File: src/hdl/imf_ram.sv
module imf_ram #(
  parameter int WIDTH = 64,
  parameter int DEPTH = 64
) (
  input  logic                     clk,
  input  logic                     wen,
  input  logic [$clog2(DEPTH)-1:0] waddr,
  input  logic [WIDTH-1:0]         wdata,
  input  logic                     ren,
  input  logic [$clog2(DEPTH)-1:0] raddr,
  output logic [WIDTH-1:0]         rdata
);

  logic [WIDTH-1:0] mem [DEPTH];

  always_ff @(posedge clk) begin
    if (wen) begin
      mem[waddr] <= wdata;
    end
    if (ren) begin
      rdata <= mem[raddr];
    end
  end

endmodule

File: config.mk
export PLATFORM = sky130hd
export DESIGN_NAME = imf_ram
export DESIGN_NICKNAME = d
export VERILOG_FILES = /design/src/hdl/imf_ram.sv
export SDC_FILE = /design/constraint.sdc
export NUM_CORES = 2
export LEC_CHECK = 0
export ABC_CLOCK_PERIOD_IN_PS = 10750
export BUFFER_PORTS_ARGS = -buffer_cell sky130_fd_sc_hd__buf_2
export CORE_ASPECT_RATIO = 1.5
export CORE_MARGIN = 2
export CORE_UTILIZATION = 35
export DETAILED_ROUTE_END_ITERATION = 16
export SYNTH_ARGS = -nofsm -noshare
export SYNTH_HDL_FRONTEND = slang
export SYNTH_SLANG_ARGS = --single-unit
File: constraint.sdc
create_clock -name clk -period 10.75 [get_ports clk]
set_input_delay 0 -clock clk [delete_from_list [all_inputs] [get_ports clk]]
set_output_delay 0 -clock clk [all_outputs]
set_load 0.01 [all_outputs]
==> impl_metrics.py <==
metrics = {
    "outcome": {
        "outcome": "finished clean",
    },
    "power_and_ir_drop": {
        "power_density_mw_per_mm2": 184,
        "p_int_mw": 25.7,
        "power_leakage_nw": 54.3,
        "switching_share": 0.213,
        "p_seq_frac": 0.552,
        "ir_drop_mv": 0.134,
        "power_frac_comb": 0.047,
        "power_switching_mw": 6.96,
        "p_total_mw": 32.7,
        "power_frac_clock": 0.401,
    },
    "floorplanning": {
        "core_mm2": 0.447,
        "io_pins": 143,
        "start_util": 0.351,
        "die_x_um": 551,
        "core.rowCount": 301,
        "die_h_um": 824,
        "dieArea_mm2": 0.454,
    },
    "yosys": {
        "yosys.area_share.simple": 0.0123,
        "ys_ff_latch": 4160,
        "synth_compound_gate_area_share": 0.0247,
        "synth-edff-count": 4160,
        "synth_mux_area_frac": 0.156,
        "synth_common_cells": "edfxtp_1, mux4_2, buf_2, a22oi_1, clkbuf_1",
        "netlist_area_mm2": 0.157,
        "synth-adder-area-share": 0,
        "yosysWarnings": 0,
        "yosysTopAreaCell": "edfxtp_1",
        "postSynthAreaPerCell_um2": 23.8,
        "async_flop_share": 0,
        "synth.distinct_cells": 32,
        "synth_top_area_frac": 0.796,
        "ys_seq_area_frac": 0.796,
        "synth.most_common_cell": "edfxtp_1",
        "yosys.area_share.xor_xnor": 0,
        "synth_nets": 6677,
        "synth_top_family_by_area": "multiplexers",
        "synthTopCellsByArea": "edfxtp_1, mux4_2, mux2i_1",
        "ys.flop_type": "edfxtp_1",
        "syn_inst": 6598,
    },
    "routing": {
        "wl_mm": 453,
        "antenna_left": 0,
        "drc": 0,
        "routed_via_density": 5.71,
        "num_vias": 75600,
        "drt-initial-drc-count": 9211,
        "wl_per_cell_um": 34.2,
        "dr.pass1.iters": 5,
    },
    "timing": {
        "rsz0062_at_grt": "no",
        "max_clock_freq_mhz": 252,
        "setup_viol": 0,
        "finalCritPeriodShare": 0.369,
        "slew_violations": 0,
        "final.setup_skew_ps": 87.6,
        "finalSetupTns_ps": 0,
        "finalHoldViolations": 0,
        "max_slew.worst_pin.slew_ps": 1390,
        "period_needed_ps": 3960,
        "slew_headroom": 0.0742,
        "whs_ps": 112,
    },
    "setup_path": {
        "rr_worst_depth": 5,
        "cp.depth": 7,
        "crit_buf_inv": 4,
        "cp_common_cell": "buf_4",
        "crit_family": "buffers and inverters",
        "worstSetupPathType": "primary input to register",
        "worstSetupStartpointType": "primary input",
        "max_stage_delay_ps": 1150,
        "cp.required_ps": 11240,
        "path_cells": "dlygate4sd3_1 > buf_2 > nor2b_1 > nand2_1 > nor2_4 > buf_4 > buf_4",
        "cp_slowest_cell": "nor2_4",
        "crit_path_max_fanout": 26,
        "worstPathArrival_ps": 4450,
        "end_kind": "register",
    },
    "cts": {
        "cts_resized": 0,
        "path_clk_slew_ps": 60,
        "htreeDepth": 5,
        "clock_sinks": 4160,
        "clock_latency_ps": 940,
        "root_buffer": "clkbuf_16",
        "numCtsBuffers": 362,
        "ctsLongestPathBuffers": 4,
        "tritoncts": "yes",
    },
    "global_routing": {
        "first_global_vias": 77800,
        "antenna_found_initial": 42,
        "grt_first_pass_wirelength_mm": 626,
        "grt_max_degree": 142,
        "grt_remaining_overflow": 0,
        "track_usage": 0.197,
    },
    "finish": {
        "drive_gt1_frac": 0.272,
        "fin_cells": 13200,
        "num-nets-final": 7092,
        "fin_util": 0.398,
        "syn2layout_area_growth_pct": 13.4,
    },
    "hold_path": {
        "hp-class": "primary input to register",
        "hold_depth": 4,
    },
    "run": {
        "cap_violations": 0,
    },
    "placement": {
        "portBuffers": 142,
        "gp_congestion": 0.791,
        "dp_hpwl_mm": 245,
        "dp.cells": 12500,
    },
}
-- final timing paths --
kind / endpoint / from / slack, ps
worst max-delay path: mem[34][0] / wen / 6790
worst min-delay path: mem[50][6] / waddr[3] / 110
worst max register to register: rdata[26] / mem[12][26] / 8330
worst min register to register: rdata[12] / mem[39][12] / 830
-- routing by layer --
layer / vias to the layer above / track usage / part of all wire
met3: 797 / 0.0273 / 0.070
met2: 3523 / 0.346 / 0.52
li1: 29300 / - / -
met4: 16 / 0.0839 / 0.047
met5: - / 0 / 0.00025
met1: 41900 / 0.242 / 0.36
-- flip-flops by register name, summed over array words and instances, names as in the netlist --
| name | cells |
|---|---|
| mem | 4096 |
| rdata | 64 |
-- per-stage QoR --
stage | setup slack (ps) | cell area [µm²]
after detailed placement | 6240 | 166000
after CTS | 6920 | 178000
after floorplan | 5310 | 157000
after global routing | 6870 | 178000
final | 6790 | 178000
after global placement | 6170 | 166000
-- cells in the final DEF, fill, tap and decap left out, drive strengths merged --
master	synthesis	routed
a211oi	63	63
a22o	88	88
a22oi	168	168
a2bb2oi	19	19
a31o	1	1
a31oi	18	18
a41oi	26	26
and2	3	3
and3	64	64
buf	230	345
bufinv	0	35
clkbuf	140	442
clkinv	0	146
clkinvlp	0	22
diode	0	25
dlygate4sd3	0	76
edfxtp	4160	4160
inv	19	30
mux2i	135	135
mux4	1024	1024
nand2	58	58
nand2b	11	11
nand3	45	45
nand3b	2	2
nand4	2	2
nand4b	1	1
nor2	112	112
nor2b	28	28
nor3	2	2
o221ai	38	38
o22ai	83	83
or2	28	28
or3	29	29
or3b	1	1
-- kinds of logic (layout without fill, tap and decap cells) --
logic type	after synthesis	count (layout)
DFF	4160	4160
muxes	1159	1159
AOI/OAI and AO/OA	504	504
buffers and inverters	389	1096
and+or+nand+nor	386	386
other	0	25
-- final cells by class --
cell class | instances | area, µm²
clock buffers | 442 | 9550
clock inverters | 214 | 2080
multi-input cells | 2049 | 30800
fillers | 39000 | 269000
flip-flops and latches | 4160 | 125000
diodes | 25 | 62.6
repair buffers | 421 | 3180
inverters | 19 | 71.3
well taps | 5908 | 7390
-- repair_timing --
action / 4_1_cts / 5_1_grt
buffers inserted: 0 / 0
endpoints found under the hold margin: 4202 / 0
hold buffers: 76 / 0
-- worst min-delay path: stages --
cell	delay [ps]
buf_2	140
nor2b_1	80
nand4b_1	360
nor2_4	230
-- power by group through the flow --
stage	clock network (mW)	logic, mW	registers, mW
after floorplan	0	0.837	18.4
after global placement	0	1.49	18.4
after detailed placement	0	1.52	18.4
after CTS	13.3	1.55	18.1
after global routing	13.8	1.62	18.1
final	13.1	1.54	18.1
Note: power is estimated with default switching activity, not from simulation.
